$ cat src/rtl/rbf_kernel_regression_predict_defines.svh
// ---------------------------------------------------------------------------
// rbf kernel regression predictor: assertion macros
// implication checks, same cycle and next cycle
// ---------------------------------------------------------------------------
`ifndef RBF_KERNEL_REGRESSION_PREDICT_DEFINES_SVH
`define RBF_KERNEL_REGRESSION_PREDICT_DEFINES_SVH
`ifndef SYNTHESIS
`define RKR_ASSERT_SAME(label, clk, rst, ante, cons) \
   label: assert property (@(posedge clk) disable iff (rst) (ante) |-> (cons)) \
      else $error("assertion failed");
`define RKR_ASSERT_NEXT(label, clk, rst, ante, cons) \
   label: assert property (@(posedge clk) disable iff (rst) (ante) |=> (cons)) \
      else $error("assertion failed");
`else
`define RKR_ASSERT_SAME(label, clk, rst, ante, cons)
`define RKR_ASSERT_NEXT(label, clk, rst, ante, cons)
`endif
`endif

$ cat src/rtl/rkr_pkg.sv
// ---------------------------------------------------------------------------
// rkr_pkg
// shared types, codes and the exponential table builder
// ---------------------------------------------------------------------------
`default_nettype none
package rkr_pkg;

   localparam logic OP_LOAD  = 1'b0;
   localparam logic OP_QUERY = 1'b1;

   localparam logic [2:0] CSR_INV_SCALE_0 = 3'd0;
   localparam logic [2:0] CSR_INV_SCALE_1 = 3'd1;
   localparam logic [2:0] CSR_INV_SCALE_2 = 3'd2;
   localparam logic [2:0] CSR_INV_SCALE_3 = 3'd3;
   localparam logic [2:0] CSR_SIGNAL_VAR  = 3'd4;
   localparam logic [2:0] CSR_MEAN_OFFSET = 3'd5;
   localparam logic [2:0] CSR_TRAIN_COUNT = 3'd6;

   localparam int FEAT_W   = 16;
   localparam int WEIGHT_W = 24;
   localparam int Q_W      = 20;

   typedef struct packed {
      logic            far;
      logic [Q_W-1:0]  q;
   } lane_res_type;

   typedef struct packed {
      logic        busy;
      logic [63:0] acc;
   } merge_stat_type;

   function automatic logic [63:0] div_small(input logic [63:0] v, input int n);
      logic [63:0] r;
      case (n)
         2:       r = v / 2;
         3:       r = v / 3;
         4:       r = v / 4;
         5:       r = v / 5;
         6:       r = v / 6;
         7:       r = v / 7;
         8:       r = v / 8;
         9:       r = v / 9;
         10:      r = v / 10;
         11:      r = v / 11;
         12:      r = v / 12;
         13:      r = v / 13;
         14:      r = v / 14;
         15:      r = v / 15;
         default: r = v;
      endcase
      return r;
   endfunction

   // entry k of exp(-8k/depth), x is the Q.32 step argument
   function automatic logic [63:0] exp_entry(input int k, input logic [63:0] x);
      logic [63:0] t;
      logic [63:0] pos;
      logic [63:0] neg;
      logic [63:0] step;
      logic [63:0] c;
      int          n;
      int          j;
      t   = 64'd1 << 32;
      pos = t;
      neg = 64'd0;
      for (n = 1; n <= 15; n++) begin
         t = div_small((t * x) >> 32, n);
         if (n % 2 == 1) neg = neg + t;
         else pos = pos + t;
      end
      step = pos - neg;
      c = 64'd1 << 32;
      for (j = 0; j < k; j++) begin
         c = (c * step) >> 32;
      end
      return (c + 64'h8000) >> 16;
   endfunction

endpackage
`default_nettype wire

$ cat src/rtl/rkr_lane.sv
// ---------------------------------------------------------------------------
// rkr_lane
// one dimension: scaled distance and its square, two stages
// ---------------------------------------------------------------------------
`default_nettype none
module rkr_lane (
   input  wire logic                        clock,
   input  wire logic signed [15:0]          query_feat,
   input  wire logic signed [15:0]          train_feat,
   input  wire logic        [15:0]          inv_scale,
   output rkr_pkg::lane_res_type            res
);
   logic signed [16:0] diff;
   logic        [15:0] mag;
   logic        [31:0] s_full;
   logic        [17:0] s_ff;
   logic               far1_ff;
   logic        [35:0] sq;
   logic        [rkr_pkg::Q_W-1:0] q_ff;
   logic               far2_ff;

   always_comb begin
      diff   = 17'(query_feat) - 17'(train_feat);
      mag    = diff[16] ? 16'(-diff) : diff[15:0];
      s_full = 32'(mag) * 32'(inv_scale);
      sq     = 36'(s_ff) * 36'(s_ff);
   end

   always_ff @(posedge clock) begin
      s_ff    <= s_full[17:0];
      far1_ff <= |s_full[31:18];
      q_ff    <= sq[35:16];
      far2_ff <= far1_ff;
   end

   assign res.far = far2_ff;
   assign res.q   = q_ff;
endmodule
`default_nettype wire

$ cat config.mk
export PLATFORM = sky130hd
export DESIGN_NAME = rkr_lane
export DESIGN_NICKNAME = d
export VERILOG_FILES = /design/src/rtl/rbf_kernel_regression_predict_defines.svh /design/src/rtl/rkr_pkg.sv /design/src/rtl/rkr_lane.sv
export SDC_FILE = /design/constraint.sdc
export NUM_CORES = 1
export LEC_CHECK = 0
export BUFFER_PORTS_ARGS = -buffer_cell sky130_fd_sc_hd__buf_2
export CAP_MARGIN = 30
export CORE_ASPECT_RATIO = 0.5
export CORE_UTILIZATION = 30
export DETAILED_ROUTE_END_ITERATION = 10
export PLACE_DENSITY = 0.52
export RECOVER_POWER = 100
export SLEW_MARGIN = 20
export SYNTH_ARGS = -nofsm -noshare
export SYNTH_HDL_FRONTEND = slang
export SYNTH_SLANG_ARGS = --single-unit
$ cat constraint.sdc
create_clock -name clock -period 12.55 [get_ports clock]
set_input_delay 2.51 -clock clock [delete_from_list [all_inputs] [get_ports clock]]
set_output_delay 2.51 -clock clock [all_outputs]
set_load 0.02 [all_outputs]
==> results.rst, run 1 <==
.. list-table::
   :header-rows: 1

   * - Metric
     - Value
   * - Worst hold path endpoint
     - far2_ff$_DFF_P_
   * - Wire length of the first global-routing pass
     - 76.2 mm
   * - Final routed wire length divided by cell count
     - 14.4 um
   * - H-tree depth reported by CTS
     - 2
   * - Min Tclk post-route
     - about 12 ns
   * - # hold bufs at CTS
     - 0
   * - Area of the multi-input gates
     - 0.0161 sq mm
   * - Crit Path Max Fanout
     - 16
   * - FFs w/ async S/R, synth
     - 0
   * - Antenna Nets Post-Route
     - 0
   * - DRT Pass-1 Iters
     - 5
   * - PostCTS Resize Cnt
     - 0
   * - Clock tree root driver cell
     - sky130_fd_sc_hd__clkbuf_16
   * - Iter 0 DRT Violations
     - 561
   * - Max capacitance violation total
     - 0
   * - Library cell occupying the most area in the post-synthesis netlist
     - sky130_fd_sc_hd__fa_1
   * - Top cell type's share of synthesized area
     - 0.427
   * - Inserted Clock Buffers
     - 5
   * - Die extent in x
     - 360 um
   * - Clock tree from TritonCTS
     - done
   * - Basic-gate share of the synthesized area counting and, or, nand and nor cells
     - 0.148
   * - Cell repeated most along the worst path
     - sky130_fd_sc_hd__fa_1
   * - CP Data Arrival Time
     - 11.71 ns
   * - Relative slew slack
     - 0.101
   * - Kind of capture point of the worst setup path
     - flip-flop
   * - Area enclosed by the die boundary
     - roughly 0.065 sq mm
   * - Area fraction in compound gates after synthesis
     - 0.0738
   * - Setup repair after global routing missed its margin
     - no
   * - Flops & latches, synth
     - 40
   * - Upper clock frequency limit
     - 86.6 MHz
   * - Critical path data required time
     - ~13 ns
   * - Largest clock skew in the final design
     - approximately 0.015 ns
   * - Synth Area in XOR/XNOR
     - 0.0323
   * - Endpoint of the lowest-slack register-to-register path
     - q_ff[19]$_DFF_P_
   * - Count of final hold-check violations
     - 0
   * - Mapped cell area
     - 0.0192 sq mm
   * - Maximum clock path buffer count
     - 2
   * - Number of enable flip-flop cells after synthesis
     - 0
   * - Number of inserted filler cells in the final layout
     - 6609
   * - Global route overflow
     - 0
   * - Worst Hold Class
     - reg -> reg
   * - Worst R2R Start
     - s_ff[4]$_DFF_P_
   * - Final RePlAce weighted congestion
     - about 0.8
   * - Type of the setup path with the least slack
     - in -> reg
   * - Worst R2R Path Depth
     - 20
   * - Via count of the routed design
     - 13800
   * - Insertion delay to the later sink of the worst-skew pair
     - 0.31 ns
   * - Residual DRC
     - 0
   * - Synth cell types
     - a little over 70
   * - Synthesized Nets
     - 2847
   * - Depth of the worst hold-timing path
     - 0
   * - Critical path buffer and inverter count
     - 4
   * - Fraction of final layout cells sized beyond drive strength 1
     - 0.0389
   * - CTS clock-pin slew for the worst setup and hold paths
     - approximately 0.06 ns
   * - Number of slew-limit violations in the final report
     - 0
   * - Initial Util
     - 0.304
   * - Slew at the pin with the worst max-slew slack
     - between 1 and 1.5 ns
   * - Die Y-Extent
     - 181 um
   * - Number of rows created at floorplan
     - between 60 and 70
   * - Number of antenna violations at the first check in global routing
     - 0
   * - Adder-Cell Fraction of Synth Area
     - 0.579
   * - Final clock period utilization by the worst path
     - 0.920
   * - All-Layer GR Usage
     - 0.143
   * - Buffers inserted by post-CTS timing repair
     - 0
   * - Number of instances in the synthesized netlist
     - 2155
   * - Gate family responsible for the most delay along the worst path
     - adder cells
   * - Total length of routed wires
     - 43.6 mm
   * - Crit-path slowest cell
     - sky130_fd_sc_hd__a2111oi_0
   * - Portion of the post-synthesis area used by sequential elements
     - 0.0417
   * - Flip-flop cell with the highest count after synthesis
     - sky130_fd_sc_hd__dfxtp_1
   * - Top-level I/O count
     - 70
   * - Share of synthesized area spent on multiplexers
     - 0.00319
   * - Worst setup slack for register-to-register paths
     - around 5.7 ns
   * - Kind of start point of the critical path
     - input port
   * - Largest net degree at the start of global routing
     - 20
   * - Slowest stage delay, CP
     - 0.76 ns
   * - Hold path startpoint
     - far1_ff$_DFF_P_
   * - Count of buffers inserted at the top-level ports
     - approximately 70
   * - N_diodes
     - 0
   * - Top cells by area in the synthesized netlist
     - sky130_fd_sc_hd__fa_1, sky130_fd_sc_hd__ha_1, sky130_fd_sc_hd__inv_1
   * - Yosys warns
     - 0
   * - Layout overhead on the synthesized area
     - 7.18%
   * - NumNets Final
     - roughly 2900
   * - Post-Synthesis Mean Instance Area
     - 8.91 sq um
   * - Largest family of logic cells by synthesized area
     - adder cells
   * - Dpl hpwl
     - 36.6 mm
   * - Total negative slack
     - 0 ns
   * - Setup Viol. Count Final
     - 0
   * - Routed vias/inst
     - 4.56
   * - Placeable core region
     - 0.0632 sq mm
   * - Vias in the first global route
     - 15300
   * - Outcome
     - finished, final reports clean
   * - Number of sinks on the clock net
     - 40
   * - Sequential Area
     - between 800 and 900 sq um
cell families after synthesis:
logic type               after synthesis
AO/OA/AOI/OAI                        210
XOR/XNOR                              70
adder cells (fa/ha/maj)              643
buffers and inverters                617
flip-flops                            40
multiplexers                           6
AND/OR/NAND/NOR                      569
state kept, by name (all words and copies together) (netlist names):
signal,count
far1_ff,1
far2_ff,1
q_ff,20
s_ff,18
cell type report:
type	count	area share
Tap cell	837	0.0509
Multi-Input combinational cell	1498	0.780
Timing Repair Buffer	86	0.0215
Inverter	554	0.101
Clock buffer	7	0.00742
Sequential cell	40	0.0389
synthesized netlist by cell type, types with 4 or more instances:
master / number
sky130_fd_sc_hd__o41ai_1: 4
sky130_fd_sc_hd__clkbuf_1: 56
sky130_fd_sc_hd__a211oi_1: 11
sky130_fd_sc_hd__a211o_1: 8
sky130_fd_sc_hd__ha_1: 233
sky130_fd_sc_hd__or2_2: 6
sky130_fd_sc_hd__inv_1: 554
sky130_fd_sc_hd__nand4_1: 8
sky130_fd_sc_hd__a2111oi_0: 4
sky130_fd_sc_hd__nand2b_1: 11
sky130_fd_sc_hd__and2_1: 170
sky130_fd_sc_hd__xnor2_1: 44
sky130_fd_sc_hd__a21o_1: 31
sky130_fd_sc_hd__o21a_1: 6
sky130_fd_sc_hd__a21boi_0: 5
sky130_fd_sc_hd__xor2_1: 25
sky130_fd_sc_hd__nand3_1: 20
sky130_fd_sc_hd__nand2_1: 235
sky130_fd_sc_hd__o21ai_0: 36
sky130_fd_sc_hd__a21oi_1: 56
sky130_fd_sc_hd__nor3_1: 9
sky130_fd_sc_hd__a31oi_1: 4
sky130_fd_sc_hd__nor3b_1: 6
sky130_fd_sc_hd__mux2i_1: 5
sky130_fd_sc_hd__nor2b_1: 25
sky130_fd_sc_hd__buf_2: 4
sky130_fd_sc_hd__and3_1: 8
sky130_fd_sc_hd__dfxtp_1: 40
sky130_fd_sc_hd__fa_1: 410
sky130_fd_sc_hd__o211ai_1: 8
sky130_fd_sc_hd__nor2_1: 52
worst register-to-register path, stage by stage (launching register included):
cell                       delay (ns)
sky130_fd_sc_hd__dfxtp_1         0.89
sky130_fd_sc_hd__nand2_1         0.22
sky130_fd_sc_hd__fa_1            0.56
sky130_fd_sc_hd__inv_1           0.06
sky130_fd_sc_hd__fa_1            0.55
sky130_fd_sc_hd__inv_1           0.06
sky130_fd_sc_hd__fa_1            0.48
sky130_fd_sc_hd__fa_1            0.55
sky130_fd_sc_hd__inv_1           0.05
sky130_fd_sc_hd__fa_1            0.49
sky130_fd_sc_hd__fa_1            0.41
sky130_fd_sc_hd__ha_1            0.31
sky130_fd_sc_hd__a21o_1          0.19
sky130_fd_sc_hd__a21o_1          0.17
sky130_fd_sc_hd__a21oi_1         0.18
sky130_fd_sc_hd__o221ai_1        0.26
sky130_fd_sc_hd__o31a_1          0.43
sky130_fd_sc_hd__o31a_1          0.32
sky130_fd_sc_hd__a41o_1          0.28
sky130_fd_sc_hd__a21oi_1         0.18
sky130_fd_sc_hd__xnor2_1         0.13
routing by layer:
metal | wire, um | global-route usage | vias to the layer above
met3 | 1260 | 0.0136 | 31
met4 | 512 | 0.0212 | 0
met2 | 21300 | 0.256 | 189
met1 | 20500 | 0.191 | 6989
li1 | - | - | 6581
met5 | 0 | 0 | -
metrics by stage:
step,std cells,hold WS (ns),instance area [sq um],setup slack [ns],util
2_1_floorplan,2155,0.310,19200,2.02,-
3_3_place_gp,3015,0.356,20500,1.19,0.324
3_5_place_dp,3015,0.345,20500,0.934,0.324
4_1_cts,3022,0.358,20600,1.24,0.326
5_1_grt,3022,0.359,20600,0.367,0.326
6_report,3022,0.343,20600,1.01,0.326
placed cells by master, fill, tap and decap left out, types with 5 or more instances in the layout:
| cell | instances |
|---|---|
| sky130_fd_sc_hd__and3_1 | 8 |
| sky130_fd_sc_hd__nand2_1 | 235 |
| sky130_fd_sc_hd__nand2b_1 | 11 |
| sky130_fd_sc_hd__clkbuf_16 | 5 |
| sky130_fd_sc_hd__mux2i_1 | 5 |
| sky130_fd_sc_hd__a21boi_0 | 5 |
| sky130_fd_sc_hd__nor3_1 | 9 |
| sky130_fd_sc_hd__clkbuf_1 | 22 |
| sky130_fd_sc_hd__o21ai_0 | 36 |
| sky130_fd_sc_hd__ha_1 | 233 |
| sky130_fd_sc_hd__dfxtp_1 | 40 |
| sky130_fd_sc_hd__nand4_1 | 8 |
| sky130_fd_sc_hd__buf_4 | 16 |
| sky130_fd_sc_hd__o211ai_1 | 8 |
| sky130_fd_sc_hd__nor2_1 | 52 |
| sky130_fd_sc_hd__xor2_1 | 25 |
| sky130_fd_sc_hd__xnor2_1 | 44 |
| sky130_fd_sc_hd__inv_1 | 554 |
| sky130_fd_sc_hd__a21oi_1 | 57 |
| sky130_fd_sc_hd__or2_2 | 6 |
| sky130_fd_sc_hd__a211o_1 | 8 |
| sky130_fd_sc_hd__fa_1 | 410 |
| sky130_fd_sc_hd__nor2b_1 | 25 |
| sky130_fd_sc_hd__buf_2 | 48 |
| sky130_fd_sc_hd__a211oi_1 | 11 |
| sky130_fd_sc_hd__nor3b_1 | 6 |
| sky130_fd_sc_hd__a21o_1 | 31 |
| sky130_fd_sc_hd__o21a_1 | 6 |
| sky130_fd_sc_hd__nand3_1 | 20 |
| sky130_fd_sc_hd__and2_1 | 169 |
worst max-delay path by stage:
stage,startpoint,endpoint,depth (start not counted)
4_1_cts,query_feat[0],far1_ff$_DFF_P_,31
3_5_place_dp,query_feat[0],far1_ff$_DFF_P_,31
6_report,query_feat[0],far1_ff$_DFF_P_,31
5_1_grt,query_feat[0],far1_ff$_DFF_P_,31
3_3_place_gp,query_feat[0],far1_ff$_DFF_P_,31
2_1_floorplan,query_feat[0],far1_ff$_DFF_P_,31
Power of run 1 is left out: the tool's default activity adds up to more than one toggle a clock period on the data nets, which glitch-free logic cannot reach.
==> run 2: changes to the inputs <==
--- a/config.mk
+++ b/config.mk
@@ -5,12 +5,13 @@
 export SDC_FILE = /design/constraint.sdc
 export NUM_CORES = 1
 export LEC_CHECK = 0
+export ABC_AREA = 1
 export BUFFER_PORTS_ARGS = -buffer_cell sky130_fd_sc_hd__buf_2
 export CAP_MARGIN = 30
 export CORE_ASPECT_RATIO = 0.5
 export CORE_UTILIZATION = 30
 export DETAILED_ROUTE_END_ITERATION = 10
-export PLACE_DENSITY = 0.52
+export PLACE_DENSITY = 0.51
 export RECOVER_POWER = 100
 export SLEW_MARGIN = 20
 export SYNTH_ARGS = -nofsm -noshare
==> run 2 against run 1 <==
  * Wire length increased by 23%
  * Via count rose by 19%
  * Global-route usage is 1.9 points higher
  * Critical path depth increased by 8
  * Clock skew decreased by 0.0058 ns
  * Final cell count up 20%
  * Core utilization up 0.077 points
  * Register-to-register slack better by 0.65 ns
  * Synthesized cell count is 25% higher
  * Setup slack improved by 1.3 ns
  * Flip-flop and latch count stayed put
  * Critical path type unchanged
  * Highest routed layer unchanged
==> results.rst, run 2 <==
.. list-table::
   :header-rows: 1

   * - Metric
     - Value
   * - Slowest stage delay, CP
     - 0.57 ns (was 0.76 ns)
   * - Die Y-Extent
     - 187 um (was 181 um)
   * - Final routed wire length divided by cell count
     - 14.8 um (was 14.4 um)
   * - Residual DRC
     - 0 (unchanged)
   * - Post-Synthesis Mean Instance Area
     - 7.59 sq um (was 8.91 sq um)
   * - Placeable core region
     - 0.0673 sq mm (was 0.0632 sq mm)
   * - Slew at the pin with the worst max-slew slack
     - 1.03 ns (was 1.33 ns)
   * - Number of antenna violations at the first check in global routing
     - 0 (unchanged)
   * - Final worst-path setup slack
     - 2.28 ns (was 1.01 ns)
   * - Wire length of the first global-routing pass
     - 90.5 mm (was 76.2 mm)
   * - Mapped cell area
     - 0.0205 sq mm (was 0.0192 sq mm)
   * - Insertion delay to the later sink of the worst-skew pair
     - 0.30 ns (was 0.31 ns)
   * - Via count of the routed design
     - 16400 (was 13800)
   * - Critical path buffer and inverter count
     - 9 (was 4)
   * - Layout overhead on the synthesized area
     - 7.06% (was 7.18%)
   * - CP Data Arrival Time
     - 10.46 ns (was 11.71 ns)
   * - FFs w/ async S/R, synth
     - 0 (unchanged)
   * - Number of slew-limit violations in the final report
     - 0 (unchanged)
   * - Total negative slack
     - 0 ns (unchanged)
   * - Number of sinks on the clock net
     - 40 (unchanged)
   * - Gate family responsible for the most delay along the worst path
     - adder cells (unchanged)
   * - Flops & latches, synth
     - 40 (unchanged)
   * - Kind of start point of the critical path
     - input port (unchanged)
   * - Min Tclk post-route
     - 10.27 ns (was 11.54 ns)
   * - Largest net degree at the start of global routing
     - 21 (was 20)
   * - NumNets Final
     - 3423 (was 2877)
   * - Clock tree root driver cell
     - sky130_fd_sc_hd__clkbuf_16 (unchanged)
   * - Setup repair after global routing missed its margin
     - no (unchanged)
   * - Count of final hold-check violations
     - 0 (unchanged)
   * - Global route overflow
     - 0 (unchanged)
   * - Top cell type's share of synthesized area
     - 0.400 (was 0.427)
   * - Largest clock skew in the final design
     - 0.00894 ns (was 0.0148 ns)
   * - Top cells by area in the synthesized netlist
     - sky130_fd_sc_hd__fa_1, sky130_fd_sc_hd__ha_1, sky130_fd_sc_hd__inv_1 (unchanged)
   * - Die extent in x
     - 372 um (was 360 um)
   * - Relative slew slack
     - 0.315 (was 0.101)
   * - Synth cell types
     - 44 (was 71)
   * - Final RePlAce weighted congestion
     - 0.881 (was 0.798)
   * - Portion of the post-synthesis area used by sequential elements
     - 0.0390 (was 0.0417)
   * - Top register by number of flip-flops
     - q_ff (unchanged)
   * - Worst Hold Class
     - reg -> reg (unchanged)
   * - Vias in the first global route
     - 17700 (was 15300)
   * - Cell repeated most along the worst path
     - sky130_fd_sc_hd__nand2_1 (was sky130_fd_sc_hd__fa_1)
   * - Kind of capture point of the worst setup path
     - flip-flop (unchanged)
   * - Clock tree from TritonCTS
     - done (unchanged)
   * - Commonest cells post-synth
     - sky130_fd_sc_hd__inv_1, sky130_fd_sc_hd__nand2_1, sky130_fd_sc_hd__fa_1 (was sky130_fd_sc_hd__inv_1, sky130_fd_sc_hd__fa_1, sky130_fd_sc_hd__nand2_1)
   * - Critical path data required time
     - 12.75 ns (was 12.72 ns)
   * - Antenna Nets Post-Route
     - 0 (unchanged)
   * - Iter 0 DRT Violations
     - 729 (was 561)
   * - Max capacitance violation total
     - 0 (unchanged)
   * - Flip-flop cell with the highest count after synthesis
     - sky130_fd_sc_hd__dfxtp_1 (unchanged)
   * - Setup Slack @ Placement
     - 2.40 ns (was 0.934 ns)
   * - Crit-path slowest cell
     - sky130_fd_sc_hd__a21oi_1 (was sky130_fd_sc_hd__a2111oi_0)
   * - Top library cells by usage in the layout, fill and taps aside
     - sky130_fd_sc_hd__inv_1, sky130_fd_sc_hd__nand2_1, sky130_fd_sc_hd__fa_1, sky130_fd_sc_hd__ha_1, sky130_fd_sc_hd__nor2_1 (was sky130_fd_sc_hd__inv_1, sky130_fd_sc_hd__fa_1, sky130_fd_sc_hd__nand2_1, sky130_fd_sc_hd__ha_1, sky130_fd_sc_hd__and2_1)
   * - Setup Viol. Count Final
     - 0 (unchanged)
   * - Crit Path Max Fanout
     - 11 (was 16)
   * - Total length of routed wires
     - 53.5 mm (was 43.6 mm)
   * - Outcome
     - finished, final reports clean (unchanged)
   * - CTS clock-pin slew for the worst setup and hold paths
     - 0.07 ns (was 0.06 ns)
   * - Yosys warns
     - 0 (unchanged)
   * - Top-level I/O count
     - 70 (unchanged)
   * - Final clock period utilization by the worst path
     - 0.818 (was 0.920)
   * - Dpl hpwl
     - 47.2 mm (was 36.6 mm)
   * - Area enclosed by the die boundary
     - 0.0695 sq mm (was 0.0651 sq mm)
   * - Number of instances in the synthesized netlist
     - 2704 (was 2155)
   * - Synthesized Nets
     - 3396 (was 2847)
   * - Fraction of final layout cells sized beyond drive strength 1
     - 0.0388 (was 0.0389)
   * - H-tree depth reported by CTS
     - 2 (unchanged)
   * - Number of enable flip-flop cells after synthesis
     - 0 (unchanged)
   * - Type of the setup path with the least slack
     - in -> reg (unchanged)
   * - Maximum clock path buffer count
     - 2 (unchanged)
   * - DRT Pass-1 Iters
     - 5 (unchanged)
   * - # hold bufs at CTS
     - 0 (unchanged)
   * - PostCTS Resize Cnt
     - 0 (unchanged)
   * - All-Layer GR Usage
     - 0.162 (was 0.143)
   * - Routed vias/inst
     - 4.51 (was 4.56)
   * - Inserted Clock Buffers
     - 5 (unchanged)
   * - Upper clock frequency limit
     - 97.4 MHz (was 86.6 MHz)
   * - Most common library cell in the layout ignoring fill and taps
     - sky130_fd_sc_hd__inv_1 (unchanged)
   * - Most numerous cell in the Yosys netlist
     - sky130_fd_sc_hd__inv_1 (unchanged)
   * - Library cell occupying the most area in the post-synthesis netlist
     - sky130_fd_sc_hd__fa_1 (unchanged)
   * - Largest registers in the final layout
     - q_ff x20, s_ff x18 (unchanged)
   * - Buffers inserted by post-CTS timing repair
     - 0 (unchanged)
   * - N_diodes
     - 0 (unchanged)
   * - Initial Util
     - 0.305 (was 0.304)
   * - Number of rows created at floorplan
     - 67 (was 65)
   * - Largest register FFs
     - 20 (unchanged)
   * - Count of buffers inserted at the top-level ports
     - 69 (unchanged)
[run 2: final timing paths]
| path | slack (ns) | to | cells after the start | startpoint |
|---|---|---|---|---|
| hold / removal | 0.36 | far2_ff$_DFF_P_ | 0 | far1_ff$_DFF_P_ |
| setup / recovery | 2.28 | far1_ff$_DFF_P_ | 39 | query_feat[0] |
| setup reg to reg | 6.37 | q_ff[6]$_DFF_P_ | 21 | s_ff[5]$_DFF_P_ |
| hold reg to reg | 0.36 | far2_ff$_DFF_P_ | 0 | far1_ff$_DFF_P_ |
[run 2: cell families (layout without fill, tap and decap cells)]
family                     count (synthesis)  in the layout  share of synthesized area
AOI/OAI and AO/OA                        190            190                     0.0509
xor gates and xnor gates                  54             54                     0.0249
adders and majority gates                643            643                      0.542
buffers and inverters                    839            867                      0.155
DFF                                       40             40                     0.0390
and+or+nand+nor                          938            938                      0.189
[run 2: area by class of cell]
class                   instances  area [sq um]
fillers                      7301         45300
multi-input cells            1825         16500
inverters                     781          2930
well taps                     897          1120
flip-flops and latches         40           801
repair buffers                 78           433
clock buffers                   6           139
clock inverters                 2          15.0
[run 2: through the flow]
step / cell area, sq um / hold slack, ns / std cells / utilization
after floorplan: 20500 / 0.310 / 2704 / -
after global placement: 21800 / 0.368 / 3616 / 0.324
after detailed placement: 21800 / 0.363 / 3618 / 0.324
after CTS: 22000 / 0.374 / 3626 / 0.326
after global routing: 22000 / 0.370 / 3629 / 0.326
final: 22000 / 0.356 / 3629 / 0.326
[run 2: per-layer routing]
layer  vias up  routed length [um]  track usage
met4         0                1190       0.0370
met3        68                2070       0.0150
li1       7954                   -            -
met5         -                   0            0
met1      8034               24900        0.216
met2       305               25300        0.282
Power of run 2 is left out for the same reason.
==> run 3: changes to the inputs <==
--- a/config.mk
+++ b/config.mk
@@ -11,7 +11,7 @@
 export CORE_ASPECT_RATIO = 0.5
 export CORE_UTILIZATION = 30
 export DETAILED_ROUTE_END_ITERATION = 10
-export PLACE_DENSITY = 0.51
+export PLACE_DENSITY = 0.53
 export RECOVER_POWER = 100
 export SLEW_MARGIN = 20
 export SYNTH_ARGS = -nofsm -noshare
==> constraint.sdc (replaced) <==
create_clock -name clock -period 8.75 [get_ports clock]
set_input_delay 1.75 -clock clock [delete_from_list [all_inputs] [get_ports clock]]
set_output_delay 1.75 -clock clock [all_outputs]
set_load 0.02 [all_outputs]
==> run 3 against run 2 <==
  * Worst hold slack worse by 0.025 ns
  * Final cell count up 4.2%
  * Flip-flop and latch count stayed put
  * Critical path depth did not move
  * Via count up 3.6%
  * First-iteration DRC count is 35% higher
==> results.rst, run 3 (same netlist as run 2, synthesis figures left out) <==
.. list-table::
   :header-rows: 1

   * - Metric
     - Value
   * - Total negative slack
     - 0 ns (unchanged)
   * - Via count of the routed design
     - 17000 (was 16400)
   * - Area enclosed by the die boundary
     - 0.0695 sq mm (unchanged)
   * - Global routing's busiest layer
     - met2 (unchanged)
   * - Layout overhead on the synthesized area
     - 15.4% (was 7.06%)
   * - Gate family responsible for the most delay along the worst path
     - adder cells (unchanged)
   * - Residual DRC
     - 0 (unchanged)
   * - Antenna Nets Post-Route
     - 0 (unchanged)
   * - Largest net degree at the start of global routing
     - 21 (unchanged)
   * - Placeable core region
     - 0.0673 sq mm (unchanged)
   * - Final clock period utilization by the worst path
     - 0.967
   * - Global route overflow
     - 0 (unchanged)
   * - Type of the setup path with the least slack
     - in -> reg (unchanged)
   * - Top register by number of flip-flops
     - q_ff (unchanged)
   * - Final routed wire length divided by cell count
     - 14.4 um (was 14.8 um)
   * - Worst R2R Path Depth
     - 18 (was 21)
   * - Total length of routed wires
     - 54.3 mm (was 53.5 mm)
   * - Worst hold slack across all endpoints
     - 0.332 ns (was 0.356 ns)
   * - Dpl hpwl
     - 48.0 mm (was 47.2 mm)
   * - Setup Viol. Count Final
     - 0 (unchanged)
   * - Slew at the pin with the worst max-slew slack
     - 1.02 ns (was 1.03 ns)
   * - Largest register FFs
     - 20 (unchanged)
   * - Inserted Clock Buffers
     - 5 (unchanged)
   * - DRT Pass-1 Iters
     - 6 (was 5)
   * - Global-route track usage on met3
     - 0.0150 (unchanged)
   * - Worst Hold Class
     - reg -> reg (unchanged)
   * - Routed vias/inst
     - 4.48 (was 4.51)
   * - Clock tree from TritonCTS
     - done (unchanged)
   * - Largest clock skew in the final design
     - 0.00662 ns (was 0.00894 ns)
   * - Top library cells by usage in the layout, fill and taps aside
     - sky130_fd_sc_hd__inv_1, sky130_fd_sc_hd__nand2_1, sky130_fd_sc_hd__fa_1, sky130_fd_sc_hd__ha_1, sky130_fd_sc_hd__nor2_1 (unchanged)
   * - Top-level I/O count
     - 70 (unchanged)
   * - Outcome
     - finished, final reports clean (unchanged)
   * - Worst R2R Start
     - s_ff[5]$_DFF_P_ (unchanged)
   * - Worst hold path endpoint
     - far2_ff$_DFF_P_ (unchanged)
   * - Area of the multi-input gates
     - 0.0170 sq mm (was 0.0165 sq mm)
   * - Endpoint of the lowest-slack register-to-register path
     - q_ff[15]$_DFF_P_ (was q_ff[6]$_DFF_P_)
   * - NumNets Final
     - 3578 (was 3423)
   * - Count of final hold-check violations
     - 0 (unchanged)
   * - Iter 0 DRT Violations
     - 983 (was 729)
   * - Fraction of final layout cells sized beyond drive strength 1
     - 0.123 (was 0.0388)
   * - Critical path buffer and inverter count
     - 11 (was 9)
   * - Insertion delay to the later sink of the worst-skew pair
     - 0.29 ns (was 0.30 ns)
   * - Number of sinks on the clock net
     - 40 (unchanged)
   * - Number of slew-limit violations in the final report
     - 0 (unchanged)
   * - Die Y-Extent
     - 187 um (unchanged)
   * - Depth of the worst hold-timing path
     - 0 (unchanged)
   * - Count of buffers inserted at the top-level ports
     - 69 (unchanged)
   * - Count of placed standard cells including taps
     - 3758 (was 3618)
   * - CP Data Arrival Time
     - 8.64 ns (was 10.46 ns)
   * - Kind of capture point of the worst setup path
     - flip-flop (unchanged)
   * - N_diodes
     - 0 (unchanged)
   * - Relative slew slack
     - 0.321 (was 0.315)
   * - Setup repair after global routing missed its margin
     - yes (was no)
   * - All-Layer GR Usage
     - 0.162 (about the same)
   * - Most common library cell in the layout ignoring fill and taps
     - sky130_fd_sc_hd__inv_1 (unchanged)
   * - Maximum clock path buffer count
     - 2 (unchanged)
   * - Cell repeated most along the worst path
     - sky130_fd_sc_hd__nand2_1 (unchanged)
   * - Final instance area
     - 0.0237 sq mm (was 0.0220 sq mm)
   * - Vias in the first global route
     - 18000 (was 17700)
   * - Worst setup slack for register-to-register paths
     - 2.55 ns (was 6.37 ns)
   * - Wire length of the first global-routing pass
     - 91.1 mm (was 90.5 mm)
   * - Min Tclk post-route
     - ~8.5 ns
   * - Sequential Area
     - 801 sq um (unchanged)
   * - H-tree depth reported by CTS
     - 2 (unchanged)
   * - Global routing met1 resource utilization
     - 0.225 (was 0.216)
   * - Final RePlAce weighted congestion
     - 0.917 (was 0.881)
   * - Slowest stage delay, CP
     - 0.56 ns (was 0.57 ns)
   * - Crit Path Max Fanout
     - 14 (was 11)
   * - Kind of start point of the critical path
     - input port (unchanged)
   * - Upper clock frequency limit
     - 118 MHz
   * - Die extent in x
     - 372 um (unchanged)
   * - Routing usage on met2
     - 0.278 (was 0.282)
   * - Crit-path slowest cell
     - sky130_fd_sc_hd__fa_1 (was sky130_fd_sc_hd__a21oi_1)
   * - Max capacitance violation total
     - 0 (unchanged)
   * - Number of antenna violations at the first check in global routing
     - 0 (unchanged)
   * - Clock tree root driver cell
     - sky130_fd_sc_hd__clkbuf_16 (unchanged)
   * - Number of inserted filler cells in the final layout
     - 7117 (was 7301)
   * - Hold path startpoint
     - far1_ff$_DFF_P_ (unchanged)
   * - Initial Util
     - 0.305 (unchanged)
   * - Number of rows created at floorplan
     - 67 (unchanged)
   * - Layout Cells excl Fill
     - 3783 (was 3629)
   * - # hold bufs at CTS
     - 0 (unchanged)
   * - Critical path data required time
     - 8.93 ns (was 12.75 ns)
   * - CTS clock-pin slew for the worst setup and hold paths
     - 0.06 ns (was 0.07 ns)
   * - Dpl cell area
     - 0.0229 sq mm (was 0.0218 sq mm)
   * - Largest registers in the final layout
     - q_ff x20, s_ff x18 (unchanged)
==> run 3: cell types whose count changed in the layout (fill, tap and decap cells not counted), moves of 12 or more <==
cell                      change
sky130_fd_sc_hd__nand2_2     +19
sky130_fd_sc_hd__nor2_1      -20
sky130_fd_sc_hd__nand2_1     -22
sky130_fd_sc_hd__ha_4        +12
sky130_fd_sc_hd__ha_1        -13
sky130_fd_sc_hd__a21oi_1     -17
sky130_fd_sc_hd__nor2_2      +12
sky130_fd_sc_hd__buf_4      +150
sky130_fd_sc_hd__a21oi_2     +13
==> run 3: routing by layer <==
layer	share of wire	routed length, um	vias to the layer above
li1	-	-	8269
met1	0.46	25200	8304
met2	0.47	25800	336
met3	0.046	2510	41
met4	0.014	770	0
met5	0	0	-
==> run 3: stage by stage <==
step	util	worst slack [ns]
floorplan	-	0.441
global placement	0.340	-0.394
finish	0.352	0.291
detailed placement	0.340	-0.437
global route	0.352	-0.0752
CTS	0.343	0.0588
==> run 3: area by class of cell <==
class	count	area share
tap	897	0.0474
sequential	40	0.0338
timing repair buffer	233	0.0688
clock buffer	5	0.00528
multi-input combinational	1825	0.718
clock inverter	2	0.00253
inverter	781	0.124
==> run 3: worst max-delay path by stage <==
stage	from	end	slack, ns	depth (start not counted)
final	query_feat[8]	far1_ff$_DFF_P_	0.29	39
after global placement	query_feat[0]	far1_ff$_DFF_P_	-0.39	38
after floorplan	query_feat[0]	far1_ff$_DFF_P_	0.44	35
after CTS	query_feat[0]	far1_ff$_DFF_P_	0.06	38
after detailed placement	query_feat[0]	far1_ff$_DFF_P_	-0.44	38
after global routing	train_feat[6]	far1_ff$_DFF_P_	-0.08	37
==> run 3: what timing repair did <==
item | CTS | global route
setup buffers | 0 | 14
resized for setup | 2 | 125
endpoints found under the setup margin | 1 | 4
pin swaps | 1 | 45
Power of run 3 is left out for the same reason.
